$ cat src/rtl/core/npe_pkg.sv
// ----------------------------------------------------------------------------
// npe_pkg
// Shared widths and operation codes for the next permutation engine.
// ----------------------------------------------------------------------------
`timescale 1ns / 1ps
`default_nettype none

package npe_pkg;

  // Field widths of a command beat and a result beat
  localparam int unsigned OP_W  = 1;
  localparam int unsigned POS_W = 6;
  localparam int unsigned VAL_W = 8;

  // Operation codes
  localparam logic [OP_W-1:0] OP_LOAD    = 1'b0;
  localparam logic [OP_W-1:0] OP_ADVANCE = 1'b1;

endpackage

`default_nettype wire

$ cat src/rtl/core/npe_cmd_if.sv
// ----------------------------------------------------------------------------
// npe_cmd_if
// Command channel: load one element or advance to the next permutation.
// ----------------------------------------------------------------------------
`timescale 1ns / 1ps
`default_nettype none

interface npe_cmd_if;
  logic                               valid;
  logic                               ready;
  logic        [npe_pkg::OP_W-1:0]    operation;
  logic        [npe_pkg::POS_W-1:0]   position;
  logic signed [npe_pkg::VAL_W-1:0]   value;

  modport source (output valid, output operation, output position, output value,
                  input ready);
  modport sink   (input valid, input operation, input position, input value,
                  output ready);
endinterface

`default_nettype wire

$ cat src/rtl/core/npe_rsp_if.sv
// ----------------------------------------------------------------------------
// npe_rsp_if
// Result channel: one element of the new permutation per beat.
// ----------------------------------------------------------------------------
`timescale 1ns / 1ps
`default_nettype none

interface npe_rsp_if;
  logic                               valid;
  logic                               ready;
  logic        [npe_pkg::POS_W-1:0]   out_position;
  logic signed [npe_pkg::VAL_W-1:0]   out_value;
  logic                               last_element;
  logic                               had_next;

  modport source (output valid, output out_position, output out_value,
                  output last_element, output had_next, input ready);
  modport sink   (input valid, input out_position, input out_value,
                  input last_element, input had_next, output ready);
endinterface

`default_nettype wire

$ cat src/rtl/core/next_permutation_engine_core.sv
// ----------------------------------------------------------------------------
// next_permutation_engine_core
// Holds COUNT signed elements and steps them to the next lexicographic
// permutation with one shared signed comparator under a small sequencer.
// ----------------------------------------------------------------------------
// Load beat: written to the sequence store while idle.
// Advance beat: scans for the descent, searches for the larger element, swaps,
//   reverses the suffix and emits COUNT result beats, each step through the
//   registered two-port read of the sequence store and the one comparator.
//   One command at a time: a new one is taken once the last beat is loaded.
// Reset clears the sequencer state and the result valid flag; the store is not cleared.
// ----------------------------------------------------------------------------
`timescale 1ns / 1ps
`default_nettype none

module next_permutation_engine_core #(
  parameter int unsigned COUNT = 40
) (
  input  wire          clk,
  input  wire          rst,
  npe_cmd_if.sink      cmd,
  npe_rsp_if.source    rsp
);

  localparam int unsigned IW = $clog2(COUNT);
  localparam int unsigned VW = npe_pkg::VAL_W;
  localparam int unsigned PW = npe_pkg::POS_W;

  localparam logic [IW-1:0] IDX_LAST = IW'(COUNT - 1);

  // Sequencer state codes
  localparam logic [3:0] S_IDLE     = 4'd0;
  localparam logic [3:0] S_SCAN_RD  = 4'd1;
  localparam logic [3:0] S_SCAN_CMP = 4'd2;
  localparam logic [3:0] S_SRCH_RD  = 4'd3;
  localparam logic [3:0] S_SRCH_CMP = 4'd4;
  localparam logic [3:0] S_SWAP_A   = 4'd5;
  localparam logic [3:0] S_SWAP_B   = 4'd6;
  localparam logic [3:0] S_REV_RD   = 4'd7;
  localparam logic [3:0] S_REV_WA   = 4'd8;
  localparam logic [3:0] S_REV_WB   = 4'd9;
  localparam logic [3:0] S_EMIT_RD  = 4'd10;
  localparam logic [3:0] S_EMIT_PUT = 4'd11;

  logic [3:0]    state, state_next;
  logic [IW-1:0] tail, tail_next;
  logic [IW-1:0] j, j_next;
  logic [IW-1:0] lo, lo_next;
  logic [IW-1:0] hi, hi_next;
  logic [IW-1:0] k, k_next;
  logic          had, had_next_r;

  // Sequence store with one write port and two registered read ports
  logic [VW-1:0] mem [COUNT];
  logic [VW-1:0] rdata_a, rdata_b;
  logic          rd_en;
  logic [IW-1:0] raddr_a, raddr_b;
  logic          wr_en;
  logic [IW-1:0] waddr;
  logic [VW-1:0] wdata;

  // Result register
  logic          ovalid;
  logic [PW-1:0] opos;
  logic [VW-1:0] oval;
  logic          olast;
  logic          ohad;
  logic          out_free;
  logic          out_load;

  logic          cmd_fire;
  logic          lt;

  assign cmd.ready = (state == S_IDLE);
  assign cmd_fire  = cmd.valid && cmd.ready;
  assign out_free  = !ovalid || rsp.ready;

  // Shared signed compare: continue scanning while a >= b
  assign lt = $signed(rdata_a) < $signed(rdata_b);

  // Sequencer
  always_comb begin
    state_next = state;
    tail_next  = tail;
    j_next     = j;
    lo_next    = lo;
    hi_next    = hi;
    k_next     = k;
    had_next_r = had;
    rd_en      = 1'b0;
    raddr_a    = tail - 1'b1;
    raddr_b    = tail;
    wr_en      = 1'b0;
    waddr      = cmd.position[IW-1:0];
    wdata      = cmd.value;
    out_load   = 1'b0;
    unique case (state)
      S_IDLE: begin
        if (cmd_fire) begin
          if (cmd.operation == npe_pkg::OP_ADVANCE) begin
            tail_next  = IDX_LAST;
            state_next = S_SCAN_RD;
          end else if ({1'b0, cmd.position} < 7'(COUNT)) begin
            wr_en = 1'b1;
          end
        end
      end
      S_SCAN_RD: begin
        if (tail == '0) begin
          had_next_r = 1'b0;
          lo_next    = '0;
          hi_next    = IDX_LAST;
          state_next = S_REV_RD;
        end else begin
          rd_en      = 1'b1;
          state_next = S_SCAN_CMP;
        end
      end
      S_SCAN_CMP: begin
        if (lt) begin
          had_next_r = 1'b1;
          j_next     = IDX_LAST;
          state_next = S_SRCH_RD;
        end else begin
          tail_next  = tail - 1'b1;
          state_next = S_SCAN_RD;
        end
      end
      S_SRCH_RD: begin
        // The search always stops at tail at the latest
        rd_en      = 1'b1;
        raddr_b    = j;
        state_next = S_SRCH_CMP;
      end
      S_SRCH_CMP: begin
        if (lt) begin
          state_next = S_SWAP_A;
        end else begin
          j_next     = j - 1'b1;
          state_next = S_SRCH_RD;
        end
      end
      S_SWAP_A: begin
        wr_en      = 1'b1;
        waddr      = tail - 1'b1;
        wdata      = rdata_b;
        state_next = S_SWAP_B;
      end
      S_SWAP_B: begin
        wr_en      = 1'b1;
        waddr      = j;
        wdata      = rdata_a;
        lo_next    = tail;
        hi_next    = IDX_LAST;
        state_next = S_REV_RD;
      end
      S_REV_RD: begin
        if (lo < hi) begin
          rd_en      = 1'b1;
          raddr_a    = lo;
          raddr_b    = hi;
          state_next = S_REV_WA;
        end else begin
          k_next     = '0;
          state_next = S_EMIT_RD;
        end
      end
      S_REV_WA: begin
        wr_en      = 1'b1;
        waddr      = lo;
        wdata      = rdata_b;
        state_next = S_REV_WB;
      end
      S_REV_WB: begin
        wr_en      = 1'b1;
        waddr      = hi;
        wdata      = rdata_a;
        lo_next    = lo + 1'b1;
        hi_next    = hi - 1'b1;
        state_next = S_REV_RD;
      end
      S_EMIT_RD: begin
        rd_en      = 1'b1;
        raddr_a    = k;
        state_next = S_EMIT_PUT;
      end
      S_EMIT_PUT: begin
        if (out_free) begin
          out_load = 1'b1;
          if (k == IDX_LAST) begin
            state_next = S_IDLE;
          end else begin
            k_next     = k + 1'b1;
            state_next = S_EMIT_RD;
          end
        end
      end
      default: begin
        state_next = S_IDLE;
      end
    endcase
  end

  // Advance control registers
  always_ff @(posedge clk) begin
    if (rst) begin
      state <= S_IDLE;
      had   <= 1'b0;
    end else begin
      state <= state_next;
      had   <= had_next_r;
    end
  end

  // Hold the index registers
  always_ff @(posedge clk) begin
    tail <= tail_next;
    j    <= j_next;
    lo   <= lo_next;
    hi   <= hi_next;
    k    <= k_next;
  end

  // Write and read the sequence store
  always_ff @(posedge clk) begin
    if (wr_en) begin
      mem[waddr] <= wdata;
    end
    if (rd_en) begin
      rdata_a <= mem[raddr_a];
      rdata_b <= mem[raddr_b];
    end
  end

  // Hold a result beat until taken
  always_ff @(posedge clk) begin
    if (rst) begin
      ovalid <= 1'b0;
    end else if (out_load) begin
      ovalid <= 1'b1;
    end else if (rsp.ready) begin
      ovalid <= 1'b0;
    end
  end

  always_ff @(posedge clk) begin
    if (out_load) begin
      opos  <= PW'(k);
      oval  <= rdata_a;
      olast <= (k == IDX_LAST);
      ohad  <= had;
    end
  end

  assign rsp.valid        = ovalid;
  assign rsp.out_position = opos;
  assign rsp.out_value    = oval;
  assign rsp.last_element = olast;
  assign rsp.had_next     = ohad;

endmodule

`default_nettype wire

$ cat src/flat_wrapper.sv
// flat-port wrapper written by rule: the top's interface ports become plain ports
module next_permutation_engine_core_flat 
#(
  parameter int unsigned COUNT = 40
)
  (clk, rst, cmd_valid, cmd_operation, cmd_position, cmd_value, cmd_ready, rsp_valid, rsp_out_position, rsp_out_value, rsp_last_element, rsp_had_next, rsp_ready);
  npe_cmd_if cmd_i ();
  npe_rsp_if rsp_i ();
  input  wire clk;
  input  wire rst;
  input wire logic [$bits(cmd_i.valid)-1:0] cmd_valid;
  input wire logic [$bits(cmd_i.operation)-1:0] cmd_operation;
  input wire logic [$bits(cmd_i.position)-1:0] cmd_position;
  input wire logic [$bits(cmd_i.value)-1:0] cmd_value;
  output wire logic [$bits(cmd_i.ready)-1:0] cmd_ready;
  output wire logic [$bits(rsp_i.valid)-1:0] rsp_valid;
  output wire logic [$bits(rsp_i.out_position)-1:0] rsp_out_position;
  output wire logic [$bits(rsp_i.out_value)-1:0] rsp_out_value;
  output wire logic [$bits(rsp_i.last_element)-1:0] rsp_last_element;
  output wire logic [$bits(rsp_i.had_next)-1:0] rsp_had_next;
  input wire logic [$bits(rsp_i.ready)-1:0] rsp_ready;
  assign cmd_i.valid = cmd_valid;
  assign cmd_i.operation = cmd_operation;
  assign cmd_i.position = cmd_position;
  assign cmd_i.value = cmd_value;
  assign cmd_ready = cmd_i.ready;
  assign rsp_valid = rsp_i.valid;
  assign rsp_out_position = rsp_i.out_position;
  assign rsp_out_value = rsp_i.out_value;
  assign rsp_last_element = rsp_i.last_element;
  assign rsp_had_next = rsp_i.had_next;
  assign rsp_i.ready = rsp_ready;
  next_permutation_engine_core #(.COUNT(COUNT)) u_core (.clk(clk), .rst(rst), .cmd(cmd_i), .rsp(rsp_i));
endmodule
$ cat config.mk
export PLATFORM = sky130hd
export DESIGN_NAME = next_permutation_engine_core_flat
export DESIGN_NICKNAME = d
export VERILOG_FILES = /design/src/rtl/core/npe_pkg.sv /design/src/rtl/core/npe_cmd_if.sv /design/src/rtl/core/npe_rsp_if.sv /design/src/rtl/core/next_permutation_engine_core.sv /design/src/flat_wrapper.sv
export SDC_FILE = /design/constraint.sdc
export NUM_CORES = 1
export LEC_CHECK = 0
export BUFFER_PORTS_ARGS = -buffer_cell sky130_fd_sc_hd__clkbuf_2
export CORE_UTILIZATION = 61
export DETAILED_ROUTE_END_ITERATION = 16
export MAX_ROUTING_LAYER = met4
export PLACE_DENSITY = 0.82
export SYNTH_ARGS = -nofsm -noshare
export SYNTH_HDL_FRONTEND = slang
export SYNTH_SLANG_ARGS = --single-unit
$ cat constraint.sdc
create_clock -name clk -period 7.35 [get_ports clk]
set_input_delay 0 -clock clk [delete_from_list [all_inputs] [get_ports clk]]
set_output_delay 0 -clock clk [all_outputs]
set_load 0.01 [all_outputs]
==> key figures <==
Outcome
  – Status: finished clean

Clock network
  – Clk buf depth: 3
  – H-tree lvl count: 2
  – Clk slew on worst S/H paths: around 0.07 ns
  – Root buf cell: clkbuf_16
  – Worst skew pair latency: 0.56 ns
  – Postcts setup bufs: 0
  – CTS sink count: 388
  – CTS resizes: 0
  – CTS tree: built
  – Total CTS buffers: 41

Logic synthesis
  – Yosys warns: 0
  – Synth cell types: 85
  – Post-synthesis async set-or-reset flop share: 0%
  – Sequential area share after synthesis: 57.7%
  – Ys flop type: edfxtp_1
  – Syn Nets: 1802
  – Syn Inst Count: between 1500 and 2000
  – Post-synth EDFFs: 382
  – Mapped Area: 20100 sq um
  – Synthesized area per cell: 11.4 sq um
  – #FFs+latches synth: roughly 390

Worst setup path
  – CP startpoint kind: flip-flop
  – Setup Crit Path Kind: reg -> reg
  – CP Data Arrival Time: approximately 5.4 ns
  – Critical path peak fanout: 36
  – Worst Setup End Kind: flip-flop
  – Reg2reg setup slack: between 2 and 2.5 ns
  – RR Endpoint: u_core.rdata_a[4]
  – Worst EP required: 7.78 ns
  – Reg2reg start: u_core.state[1]
  – Cell count of the worst reg-to-reg path: 10

Min path
  – Worst min-delay path startpoint: cmd_operation
  – Hold-critical path depth: 2
  – Worst Hold Path EP: u_core.tail[1]
  – Hold Path Class: in -> reg

STA
  – Normalized max-slew margin: approximately a quarter
  – Setup TNS: 0 ns
  – Min Tclk post-route: 4.97 ns
  – Slew @ Worst Pin: 1.12 ns
  – Skew final: 0.0208 ns
  – Max Fclk: between 0.2 and 0.25 GHz
  – RSZ-0062 raised after global routing: no
  – Final hold vios: 0
  – Final period utilization: 67.6%
  – Setup Viol. Count Final: 0
  – Max-slew violations: 0

Floorplan
  – DIE WIDTH: 183 um
  – Initial Util: between 60 and 70%
  – Io pins: 37
  – Chip height: 183 um
  – Num rows: 66
  – Core footprint: 32500 sq um
  – Die ar.: 33600 sq um

Cells and area
  – Antenna Cells: 0
  – Util after Layout: 67.1%
  – Most frequent cells in the layout: 382 x edfxtp_1, 365 x nand2_1, 143 x mux2i_1
  – Final nets: between 1500 and 2000
  – Area added between synthesis and finish: 8.43%
  – Leading cell type in the layout, fill and taps excluded: edfxtp_1
  – Proportion of layout cells with a drive suffix above 1: 8.17%
  – Fill count: 2401

Place
  – Dpl hpwl: 42.4 mm
  – Quantity of I/O buffers inserted on ports: 36
  – Final Wtd Congestion: 1.08

Detailed routing
  – Routed via count: 15700
  – Vias per inst: around 7
  – Final WL: approximately 63 mm
  – 1st-iter DRT viols: 2719
  – DRC Markers: 0
  – Length of the first detailed-routing pass in iterations: 7
  – WL per Instance: 28.2 um
  – Post-route ant nets: 0

GRT
  – Global route overflow: 0
  – Tot GR Track Use: 38.8%
  – Vias in the first global route: 14500
  – Largest net degree at the start of global routing: 131
  – First-pass GRT wire length: 92.9 mm
  – Initial antenna violation count: 0

Flow run
  – Max_cap viols: 0

Power
  – Pwr Density: 265 nW/um^2
  – Leak: between 7 and 8 nW
  – Maximum vdd drop: approximately 0.0002 V
==> per-stage QoR <==
step	cell area, sq um	std cells	worst slack [ns]	total power, W	hold WS [ns]
3_3_place_gp	20400	2150	2.66	0.00362	0.232
2_1_floorplan	20100	1765	4.15	0.00332	0.0691
6_report	21800	2229	2.38	0.00577	0.124
4_1_cts	21800	2229	2.59	0.00573	0.0994
5_1_grt	21800	2229	2.18	0.00589	0.139
3_5_place_dp	20400	2150	2.65	0.00363	0.244
==> registers in the layout (all words and copies together) (netlist names) <==
| signal | count |
|---|---|
| u_core.mem | 320 |
| u_core.rdata_a | 8 |
| u_core.rdata_b | 8 |
| u_core.rsp.out_value | 8 |
| u_core.hi | 6 |
| u_core.j | 6 |
| u_core.k | 6 |
| u_core.lo | 6 |
| u_core.rsp.out_position | 6 |
| u_core.tail | 6 |
| u_core.state | 4 |
| u_core.had | 1 |
| u_core.rsp.had_next | 1 |
| u_core.rsp.last_element | 1 |
| u_core.rsp.valid | 1 |
==> routing by layer <==
metal / global-route usage (%) / vias to the layer above / routed length [um]
li1: - / 6662 / -
met1: 52.9 / 7545 / 24200
met2: 56.0 / 1268 / 27200
met3: 9.01 / 220 / 8340
met4: 16.3 / 0 / 3130
met5: - / - / 0
==> worst max path at each step <==
stage               cells past startpoint  slack (ns)                end            start
floorplan                              12        4.15  u_core.rdata_b[6]     u_core.hi[3]
global placement                       10        2.66  u_core.rdata_a[6]  u_core.state[1]
detailed placement                     10        2.65  u_core.rdata_a[6]  u_core.state[1]
CTS                                    10        2.59  u_core.rdata_a[6]  u_core.state[1]
global route                           10        2.18  u_core.rdata_a[6]  u_core.state[1]
finish                                 10        2.38  u_core.rdata_a[4]  u_core.state[1]
==> where the power goes <==
part | switching [W] | total [W] | internal, W
registers | 0.0000558 | 0.00254 | 0.00248
clock network | 0.000867 | 0.00213 | 0.00126
logic | 0.000750 | 0.00110 | 0.000351
total | 0.00167 | 0.00577 | 0.00409
==> synth_stat cells, types with 14 or more instances <==
master    instances  area (sq um)
a211oi_1         22           165
a21oi_1          85           425
a221oi_1         17           149
a22oi_1          21           158
a311oi_1         26           228
and2_1           18           113
and3_1           56           350
buf_2            59           295
buf_4            18           135
clkbuf_1         23          86.3
edfxtp_1        382         11500
ha_1             18           225
inv_1            26          97.6
mux2i_1         143          1430
nand2_1         365          1370
nand2b_1         18           113
nand3_1          50           250
nor2_1           92           345
nor3_1           22           110
nor4_1           15          93.8
o2111a_1         14           158
o211ai_1         26           195
o21ai_0          27           135
o22ai_1          15          93.8
==> critical path, cell delays in order, from the launching register on <==
cell and delay (ns):
dfxtp_1 0.72, nor4bb_2 0.93, nor2_1 0.20, a211oi_4 0.88, buf_4 0.48, buf_4 0.46
nand2_1 0.11, a21oi_1 0.28, a311oi_1 0.08, a22oi_1 0.42, o2111a_1 0.26
==> kinds of logic after synthesis <==
logic type	count (synthesis)	share of synthesized area, %
flip-flops	388	57.7
multiplexers	144	7.19
XOR/XNOR	19	0.829
AND/OR/NAND/NOR	682	15.4
buffers and inverters	144	3.83
adder cells (fa/ha/maj)	18	1.12
AO/OA/AOI/OAI	370	13.9
==> repair_timing <==
action | CTS | global route
endpoints found under the setup margin | 0 | 0
hold buffers | 4 | 0
endpoints found under the hold margin | 6 | 0
==> layout make-up <==
type / count / area (sq um) / area share (%)
multi-input cells: 1233 / 7730 / 35.5
repair buffers: 64 / 425 / 1.95
clock inverters: 18 / 224 / 1.03
clock buffers: 57 / 1140 / 5.23
flip-flops and latches: 388 / 11600 / 53.2
inverters: 27 / 101 / 0.466
well taps: 442 / 553 / 2.54
Note: power is estimated with default switching activity, not from simulation.
